<file path="src/rtl/core/rcfd_pkg.sv">
`timescale 1ns / 1ps
// ----------------------------------------------------------------------------
// rcfd_pkg
// Shared types and constants for the remote-control frame receiver/decoder.
// ----------------------------------------------------------------------------
package rcfd_pkg;

	// Frame geometry
	localparam int FRAME_BYTES = 18;
	localparam int CNT_W       = $clog2(FRAME_BYTES + 1);
	localparam int IDX_W       = $clog2(FRAME_BYTES);

	// Tick counter saturates at its full width
	localparam int                TICK_W   = 17;
	localparam logic [TICK_W-1:0] TICK_MAX = {TICK_W{1'b1}};

	// Configuration port
	localparam int APB_AW   = 3;
	localparam int APB_DW   = 32;
	localparam int TMO_W    = 16;
	localparam int CENTER_W = 11;

	localparam logic [TMO_W-1:0]    TIMEOUT_RESET = 16'd100;
	localparam logic [CENTER_W-1:0] CENTER_RESET  = 11'd1024;

	// Register index (paddr[2])
	localparam logic REG_TIMEOUT = 1'b0;
	localparam logic REG_CENTER  = 1'b1;

	// Input action codes
	localparam logic [1:0] ACT_BYTE = 2'd0;
	localparam logic [1:0] ACT_IDLE = 2'd1;
	localparam logic [1:0] ACT_TICK = 2'd2;

	// Link status codes
	localparam logic [1:0] LINK_FRESH = 2'd0;
	localparam logic [1:0] LINK_HELD  = 2'd1;
	localparam logic [1:0] LINK_LOST  = 2'd2;

	// Raw field masks
	localparam logic [7:0] MASK_LO3 = 8'h07;
	localparam logic [7:0] MASK_HI5 = 8'hF8;
	localparam logic [7:0] MASK_LO6 = 8'h3F;
	localparam logic [7:0] MASK_HI2 = 8'hC0;
	localparam logic [7:0] MASK_LO1 = 8'h01;
	localparam logic [7:0] MASK_HI7 = 8'hFE;
	localparam logic [7:0] MASK_LO4 = 8'h0F;
	localparam logic [7:0] MASK_SW  = 8'h03;

	typedef struct packed {
		logic [1:0] action;
		logic [7:0] rx_byte;
	} rcfd_in_t;

	typedef struct packed {
		logic signed [11:0] channel_0;
		logic signed [11:0] channel_1;
		logic signed [11:0] channel_2;
		logic signed [11:0] channel_3;
		logic signed [15:0] wheel;
		logic        [3:0]  switches;
		logic signed [15:0] mouse_x;
		logic signed [15:0] mouse_y;
		logic signed [15:0] mouse_z;
		logic        [15:0] mouse_buttons;
		logic        [15:0] keys;
		logic        [1:0]  link_status;
	} rcfd_out_t;

	typedef struct packed {
		logic [TMO_W-1:0]    timeout_ticks;
		logic [CENTER_W-1:0] channel_center;
	} rcfd_cfg_t;

	typedef struct packed {
		logic wr_byte;
		logic idle;
	} rcfd_frame_ctl_t;

endpackage

</file>
<file path="src/rtl/core/rcfd_cfg.sv">
`timescale 1ns / 1ps
// ----------------------------------------------------------------------------
// rcfd_cfg
// APB register bank: timeout in ticks and channel center value.
// ----------------------------------------------------------------------------
module rcfd_cfg (
	input  logic                          clk,
	input  logic                          arst_n,
	input  logic                          psel,
	input  logic                          penable,
	input  logic                          pwrite,
	input  logic [rcfd_pkg::APB_AW-1:0]   paddr,
	input  logic [rcfd_pkg::APB_DW-1:0]   pwdata,
	output logic [rcfd_pkg::APB_DW-1:0]   prdata,
	output logic                          pready,
	output rcfd_pkg::rcfd_cfg_t           cfg
);

	logic [rcfd_pkg::TMO_W-1:0]    timeout_q;
	logic [rcfd_pkg::CENTER_W-1:0] center_q;
	logic                          wr_en;
	logic                          reg_sel;

	assign pready  = 1'b1;
	assign wr_en   = psel && penable && pwrite;
	assign reg_sel = paddr[2];

	always_ff @(posedge clk or negedge arst_n) begin
		if (!arst_n) begin
			timeout_q <= rcfd_pkg::TIMEOUT_RESET;
			center_q  <= rcfd_pkg::CENTER_RESET;
		end else if (wr_en) begin
			if (reg_sel == rcfd_pkg::REG_TIMEOUT) begin
				timeout_q <= pwdata[rcfd_pkg::TMO_W-1:0];
			end else begin
				center_q <= pwdata[rcfd_pkg::CENTER_W-1:0];
			end
		end
	end

	always_comb begin
		if (reg_sel == rcfd_pkg::REG_TIMEOUT) begin
			prdata = {{(rcfd_pkg::APB_DW - rcfd_pkg::TMO_W){1'b0}}, timeout_q};
		end else begin
			prdata = {{(rcfd_pkg::APB_DW - rcfd_pkg::CENTER_W){1'b0}}, center_q};
		end
	end

	assign cfg.timeout_ticks  = timeout_q;
	assign cfg.channel_center = center_q;

endmodule

</file>
<file path="src/rtl/core/rcfd_frame.sv">
`timescale 1ns / 1ps
// ----------------------------------------------------------------------------
// rcfd_frame
// Frame byte store, byte count and field unpacking of a complete frame.
// ----------------------------------------------------------------------------
module rcfd_frame (
	input  logic                            clk,
	input  logic                            arst_n,
	input  rcfd_pkg::rcfd_frame_ctl_t       ctl,
	input  logic [7:0]                      byte_in,
	input  logic [rcfd_pkg::CENTER_W-1:0]   center,
	output logic                            complete,
	output rcfd_pkg::rcfd_out_t             decoded
);

	logic [7:0]                 store_q [rcfd_pkg::FRAME_BYTES];
	logic [rcfd_pkg::CNT_W-1:0] count_q;
	logic                       full;
	logic [10:0]                raw_c0, raw_c1, raw_c2, raw_c3;
	logic [15:0]                raw_wheel;

	assign full     = (count_q == rcfd_pkg::CNT_W'(rcfd_pkg::FRAME_BYTES));
	assign complete = full;

	// Store bytes in arrival order; drop anything past the frame length
	always_ff @(posedge clk) begin
		if (ctl.wr_byte && !full) begin
			store_q[count_q[rcfd_pkg::IDX_W-1:0]] <= byte_in;
		end
	end

	always_ff @(posedge clk or negedge arst_n) begin
		if (!arst_n) begin
			count_q <= '0;
		end else if (ctl.idle) begin
			count_q <= '0;
		end else if (ctl.wr_byte && !full) begin
			count_q <= count_q + rcfd_pkg::CNT_W'(1);
		end
	end

	// Unpack 11-bit sticks packed little-endian across bytes 0..5
	always_comb begin
		raw_c0 = {3'((store_q[1] & rcfd_pkg::MASK_LO3)), store_q[0]};
		raw_c1 = {6'((store_q[2] & rcfd_pkg::MASK_LO6)),
			5'((store_q[1] & rcfd_pkg::MASK_HI5) >> 3)};
		raw_c2 = {1'((store_q[4] & rcfd_pkg::MASK_LO1)), store_q[3],
			2'((store_q[2] & rcfd_pkg::MASK_HI2) >> 6)};
		raw_c3 = {4'((store_q[5] & rcfd_pkg::MASK_LO4)),
			7'((store_q[4] & rcfd_pkg::MASK_HI7) >> 1)};
		raw_wheel = {store_q[17], store_q[16]};

		decoded.channel_0 = {1'b0, raw_c0} - {1'b0, center};
		decoded.channel_1 = {1'b0, raw_c1} - {1'b0, center};
		decoded.channel_2 = {1'b0, raw_c2} - {1'b0, center};
		decoded.channel_3 = {1'b0, raw_c3} - {1'b0, center};
		decoded.wheel     = raw_wheel - {5'b0, center};
		decoded.switches  = {2'((store_q[5] >> 6) & rcfd_pkg::MASK_SW),
			2'((store_q[5] >> 4) & rcfd_pkg::MASK_SW)};
		decoded.mouse_x       = {store_q[7], store_q[6]};
		decoded.mouse_y       = {store_q[9], store_q[8]};
		decoded.mouse_z       = {store_q[11], store_q[10]};
		decoded.mouse_buttons = {store_q[13], store_q[12]};
		decoded.keys          = {store_q[15], store_q[14]};
		decoded.link_status   = rcfd_pkg::LINK_FRESH;
	end

`ifndef SYNTHESIS
	a_count_bound: assert property (@(posedge clk) disable iff (!arst_n)
		count_q <= rcfd_pkg::CNT_W'(rcfd_pkg::FRAME_BYTES))
		else $error("byte count ran past frame length");

	a_idle_clears: assert property (@(posedge clk) disable iff (!arst_n)
		ctl.idle |=> (count_q == '0))
		else $error("byte count not cleared on line idle");
`endif

endmodule

</file>
<file path="src/rtl/core/rc_frame_receiver_decoder.sv">
`timescale 1ns / 1ps
// ----------------------------------------------------------------------------
// rc_frame_receiver_decoder
// Remote-control frame receiver: collects 18-byte frames, unpacks them on
// line idle and reports the latched snapshot with a link status.
// ----------------------------------------------------------------------------
//  channel | handshake                   | payload
//  --------+-----------------------------+---------------------------------
//  in      | in_valid / in_stall         | in_data  (action, rx_byte)
//  out     | out_valid / out_stall       | out_data (snapshot, link_status)
//  cfg     | psel/penable/pwrite/pready  | paddr, pwdata, prdata
//
//  One input transaction per cycle while in_stall is low; its result is
//  registered by the single decode stage, in the skid if the output stalls.
//  Byte transactions and action code 3 produce no result.
//  A two-entry output (result register plus skid) lets the input keep
//  flowing while a result waits; in_stall rises only when both are full.
//  Reset clears the byte count, snapshot, link state and tick counter;
//  the frame store holds no reset value and needs no clearing pass.
// ----------------------------------------------------------------------------
module rc_frame_receiver_decoder (
	input  logic                            clk,
	input  logic                            arst_n,
	// input channel
	input  logic                            in_valid,
	output logic                            in_stall,
	input  rcfd_pkg::rcfd_in_t              in_data,
	// result channel
	output logic                            out_valid,
	input  logic                            out_stall,
	output rcfd_pkg::rcfd_out_t             out_data,
	// configuration port
	input  logic                            psel,
	input  logic                            penable,
	input  logic                            pwrite,
	input  logic [rcfd_pkg::APB_AW-1:0]     paddr,
	input  logic [rcfd_pkg::APB_DW-1:0]     pwdata,
	output logic [rcfd_pkg::APB_DW-1:0]     prdata,
	output logic                            pready
);

	rcfd_pkg::rcfd_cfg_t        cfg;
	rcfd_pkg::rcfd_frame_ctl_t  frame_ctl;
	rcfd_pkg::rcfd_out_t        decoded;
	rcfd_pkg::rcfd_out_t        snap_q;
	rcfd_pkg::rcfd_out_t        res;
	rcfd_pkg::rcfd_out_t        out_q;
	rcfd_pkg::rcfd_out_t        skid_q;
	logic                       out_valid_q;
	logic                       skid_valid_q;
	logic                       online_q;
	logic [rcfd_pkg::TICK_W-1:0] ticks_q;
	logic [rcfd_pkg::TICK_W-1:0] ticks_inc;
	logic [rcfd_pkg::TICK_W-1:0] ticks_eval;
	logic                       frame_done;
	logic                       accept;
	logic                       is_byte;
	logic                       is_idle;
	logic                       is_tick;
	logic                       decode_now;
	logic                       res_valid;
	logic                       out_take;
	logic [1:0]                 held_status;

	// Register bank
	rcfd_cfg u_cfg (
		.clk     (clk),
		.arst_n  (arst_n),
		.psel    (psel),
		.penable (penable),
		.pwrite  (pwrite),
		.paddr   (paddr),
		.pwdata  (pwdata),
		.prdata  (prdata),
		.pready  (pready),
		.cfg     (cfg)
	);

	// Input handshake and action decode
	assign in_stall = skid_valid_q;
	assign accept   = in_valid && !in_stall;
	assign is_byte  = (in_data.action == rcfd_pkg::ACT_BYTE);
	assign is_idle  = (in_data.action == rcfd_pkg::ACT_IDLE);
	assign is_tick  = (in_data.action == rcfd_pkg::ACT_TICK);

	assign frame_ctl.wr_byte = accept && is_byte;
	assign frame_ctl.idle    = accept && is_idle;

	// Frame store and unpacking
	rcfd_frame u_frame (
		.clk      (clk),
		.arst_n   (arst_n),
		.ctl      (frame_ctl),
		.byte_in  (in_data.rx_byte),
		.center   (cfg.channel_center),
		.complete (frame_done),
		.decoded  (decoded)
	);

	// Tick counter: saturate, and judge the timeout on the incremented value on a tick
	assign ticks_inc  = (ticks_q == rcfd_pkg::TICK_MAX) ? ticks_q
		: ticks_q + rcfd_pkg::TICK_W'(1);
	assign ticks_eval = is_tick ? ticks_inc : ticks_q;
	assign held_status = (!online_q
		|| ticks_eval > {{(rcfd_pkg::TICK_W - rcfd_pkg::TMO_W){1'b0}}, cfg.timeout_ticks})
		? rcfd_pkg::LINK_LOST : rcfd_pkg::LINK_HELD;

	// A complete frame on idle is decoded and reported fresh in the same pass
	assign decode_now = is_idle && frame_done;
	assign res_valid  = accept && (is_idle || is_tick);

	always_comb begin
		res = decode_now ? decoded : snap_q;
		res.link_status = decode_now ? rcfd_pkg::LINK_FRESH : held_status;
	end

	// Link state and snapshot
	always_ff @(posedge clk or negedge arst_n) begin
		if (!arst_n) begin
			snap_q   <= '0;
			online_q <= 1'b0;
			ticks_q  <= '0;
		end else if (accept) begin
			if (decode_now) begin
				snap_q   <= decoded;
				online_q <= 1'b1;
				ticks_q  <= '0;
			end else if (is_tick) begin
				ticks_q <= ticks_inc;
			end
		end
	end

	// Result register plus skid: drain skid first to keep order
	assign out_take = out_valid_q && !out_stall;

	always_ff @(posedge clk or negedge arst_n) begin
		if (!arst_n) begin
			out_valid_q  <= 1'b0;
			skid_valid_q <= 1'b0;
		end else if (!out_valid_q || out_take) begin
			if (skid_valid_q) begin
				out_valid_q  <= 1'b1;
				skid_valid_q <= 1'b0;
			end else begin
				out_valid_q <= res_valid;
			end
		end else if (res_valid) begin
			skid_valid_q <= 1'b1;
		end
	end

	always_ff @(posedge clk) begin
		if (!out_valid_q || out_take) begin
			if (skid_valid_q) begin
				out_q <= skid_q;
			end else if (res_valid) begin
				out_q <= res;
			end
		end else if (res_valid) begin
			skid_q <= res;
		end
	end

	assign out_valid = out_valid_q;
	assign out_data  = out_q;

`ifndef SYNTHESIS
	a_skid_behind_out: assert property (@(posedge clk) disable iff (!arst_n)
		skid_valid_q |-> out_valid_q)
		else $error("skid holds a result while the output register is empty");

	a_fresh_goes_online: assert property (@(posedge clk) disable iff (!arst_n)
		(accept && decode_now) |=> (online_q && ticks_q == '0))
		else $error("decoded frame did not set the link online");

	a_tick_counts: assert property (@(posedge clk) disable iff (!arst_n)
		(accept && is_tick) |=> (ticks_q != '0))
		else $error("tick counter did not advance");

	a_result_follows: assert property (@(posedge clk) disable iff (!arst_n)
		(res_valid && !out_valid_q) |=> out_valid_q)
		else $error("result lost between decode and output register");
`endif

endmodule
</file>
<file path="config.mk">
export PLATFORM = sky130hd
export DESIGN_NAME = rc_frame_receiver_decoder
export DESIGN_NICKNAME = d
export VERILOG_FILES = /design/src/rtl/core/rcfd_pkg.sv /design/src/rtl/core/rcfd_cfg.sv /design/src/rtl/core/rcfd_frame.sv /design/src/rtl/core/rc_frame_receiver_decoder.sv
export SDC_FILE = /design/constraint.sdc
export NUM_CORES = 1
export LEC_CHECK = 0
export BUFFER_PORTS_ARGS = -buffer_cell sky130_fd_sc_hd__buf_4
export CAP_MARGIN = 10
export CORE_MARGIN = 1
export CORE_UTILIZATION = 54
export CTS_CLUSTER_SIZE = 24
export DETAILED_ROUTE_END_ITERATION = 10
export PLACE_DENSITY = 0.77
export SLEW_MARGIN = 10
export SYNTH_ARGS = -nofsm -noshare
export SYNTH_HDL_FRONTEND = slang
export SYNTH_SLANG_ARGS = --single-unit
</file>
<file path="constraint.sdc">
create_clock -name clk -period 7.8 [get_ports clk]
set_input_delay 0.78 -clock clk [delete_from_list [all_inputs] [get_ports clk]]
set_output_delay 0.78 -clock clk [all_outputs]
set_load 0.01 [all_outputs]
</file>
==> out/qor.yml <==
floorplanning:
  initial_core_util_pct: 54.7
  io_pins: 237
  std_cell_rows: 84
  fp.dieArea_um2: 54200
  die_h_um: 233
  core_area_um2: 52600
  die_w_um: 233
finish:
  drive_gt1_share_pct: 25.7
  syn_to_final_growth_pct: 14.4
  layout_common_cells: "444 x edfxtp_1, 397 x nand2_1, 270 x mux2_2"
  layout.area.seq_um2: 18300
  final_nets: 2490
  multi_input_area_um2: 9690
  fillers: 3921
  post-route-util_pct: 62.6
  layout.cells.most_common: "edfxtp_1"
cts:
  htree_levels: 3
  numCtsBuffers: 67
  cts_buffer_depth: 3
  clkSinkCount: 644
  clock-root-buffer: "clkbuf_16"
  clock_latency_ps: 600
  clk_pin_slew_worst_paths_ps: 60
  post_cts_buffers: 0
  post_cts_resized: 0
  cts_hold_buffers: 0
  cts_tree: "built"
setup_path:
  crit_path_start_kind: "flop"
  cp-end-kind: "flop"
  path_cells: "ha_1, and2_0, and3_1, a21boi_4, nand3_1, xnor2_1, ha_1, a21oi_1, o21ai_0, a2111oi_2, o21ai_0, a2111oi_2, o31ai_1"
  arrival_ps: 4470
  path_class: "reg2reg"
  path_buf_inv: 0
  cp_max_fo: 9
  slowest_delay_ps: 610
  worst_path_max_delay_cell: "a2111oi_2"
  cp.required_ps: 8130
  cp_top_family: "compound AO/OA/AOI/OAI gates"
sta:
  rsz0062_at_grt: "no"
  maxSlewHeadroom_pct: 18.4
  setup_viol: 0
  finClkSkew_ps: 17.3
  max_freq_mhz: 242
  period_minus_slack_ps: 4140
  drv_slew: 0
  finalHoldViolCount: 0
  period_share_pct: 53.1
  fin_tns_setup_ps: 0
  worst_slew_pin_slew_ps: 1220
logic_synthesis:
  async_reset_ff_share_pct: 31.1
  netlist_area_um2: 28800
  synth.distinct_cells: 70
  synth_edf_count: 444
  ys_ff_latch: 644
  synth_area_leader_cell: "edfxtp_1"
  ys_seq_area_share_pct: 63.8
  syn_inst: 2170
  yosys-top-cells-area: "edfxtp_1 46%, dfrtp_1 17%, mux2_2 11%"
  yosys_most_used_dff: "edfxtp_1"
  post_synth.cell_area_avg_um2: 13.3
  synth_top_area_share_pct: 46.4
  yosysWarnings: 0
placed_design:
  portBuffers: 201
  place_congestion: 0.866
  post-dp-hpwl_mm: 40.0
global_route:
  grt_pass1_wl_mm: 100
  gr-total-overflow: 0
  grt_usage_pct: 24.0
  antenna_found_initial: 0
  first_global_vias: 17800
  grt_max_degree: 151
status:
  outcome: "finished, final reports clean"
detailed_routing:
  ant_nets: 0
  vias: 17900
  vias_per_cell: 5.79
  initialDrtViolationCount: 1544
  drc_errors: 0
  firstDrtPassIters: 7
  routedWlPerCell_um: 20.9
  wl_mm: 64.7
worst_hold_path:
  hp-class: "in2async"
run:
  cap_violations: 0
power_and_ir_drop:
  leakagePower_nw: 13.9
  power_density_nw_per_um2: 260
  ir_drop_v: 0.000158
==> worst paths after layout <==
kind                       startpoint                   to  slack, ps  cells past startpoint
setup / recovery           ticks_q[0]          out_data[1]       3660                     13
hold / removal                 arst_n          ticks_q[13]        230                      1
setup reg to reg           ticks_q[0]          out_data[1]       3660                     13
hold reg to reg              online_q             online_q        470                      2
max in group asynchronous      arst_n            snap_q[6]       6150                      2
min in group clk           pwdata[14]  u_cfg.timeout_q[14]        420                      2
==> cell usage after synthesis (11+ instances only) <==
library cell / number
mux2i_1: 11
a21o_1: 19
buf_4: 21
xnor2_1: 30
and3_1: 23
nor3_1: 14
nor2_1: 62
a21oi_1: 70
nand2_1: 397
o21ai_0: 93
nor2b_1: 23
nand2b_1: 15
o31ai_1: 13
mux2_2: 270
inv_1: 48
buf_2: 31
nand4_1: 11
clkbuf_1: 54
nor3b_1: 17
a22o_1: 12
buf_6: 12
dfrtp_1: 196
a31oi_1: 15
xor2_1: 28
ha_1: 79
nand3_1: 28
edfxtp_1: 444
a221o_1: 11
==> area by class of cell <==
| class | instances | share of cell area, % |
|---|---|---|
| flip-flops and latches | 644 | 55.8 |
| multi-input cells | 1374 | 29.4 |
| clock buffers | 98 | 5.91 |
| repair buffers | 219 | 5.05 |
| well taps | 688 | 2.62 |
| clock inverters | 26 | 0.654 |
| inverters | 48 | 0.548 |
| diodes | 1 | 0.00761 |
==> where the power goes <==
group	leakage (nW)	total [mW]	switching [mW]	internal [mW]
Combinational	5.95	1.36	0.808	0.553
Clock	1.06	3.13	1.32	1.81
Sequential	6.88	4.06	0.130	3.93
Total	13.9	8.55	2.26	6.29
==> cells by family (layout without fill, tap and decap cells) <==
group | Yosys count | count (layout) | synth area share (%)
adders and majority gates | 84 | 84 | 3.78
muxes | 281 | 281 | 11.0
AOI/OAI and AO/OA | 302 | 302 | 6.92
and+or+nand+nor | 632 | 632 | 9.87
DFF | 644 | 644 | 63.8
other | 2 | 18 | 0.0261
buffers and inverters | 167 | 391 | 2.91
xor gates and xnor gates | 58 | 58 | 1.77
==> state kept, by name, indices dropped and copies added (netlist names) <==
| register | count |
|---|---|
| out_data | 150 |
| skid_q | 150 |
| snap_q | 148 |
| u_frame.store_q | 144 |
| ticks_q | 17 |
| u_cfg.timeout_q | 16 |
| u_cfg.center_q | 11 |
| u_frame.count_q | 5 |
| in_stall | 1 |
| online_q | 1 |
| out_valid | 1 |
==> layer usage <==
metal	up-vias	wire, µm	global-route usage (%)
met5	-	0	0
met1	9059	27800	33.5
met2	539	31300	38.3
met3	101	3960	3.84
met4	0	1650	8.48
li1	8224	-	-
==> per-stage QoR <==
stage / instances / cell area [µm²] / worst slack [ps] / total power, mW / hold WS [ps]
global placement: 2973 / 30700 / 3610 / 5.41 / 442
floorplan: 2185 / 28800 / 2060 / 4.97 / 426
CTS: 3097 / 32900 / 3670 / 8.60 / 248
finish: 3098 / 32900 / 3660 / 8.55 / 228
global route: 3097 / 32900 / 3340 / 8.88 / 270
detailed placement: 2973 / 30700 / 3570 / 5.47 / 450
No activity file was read; power rests on OpenSTA's default activity.
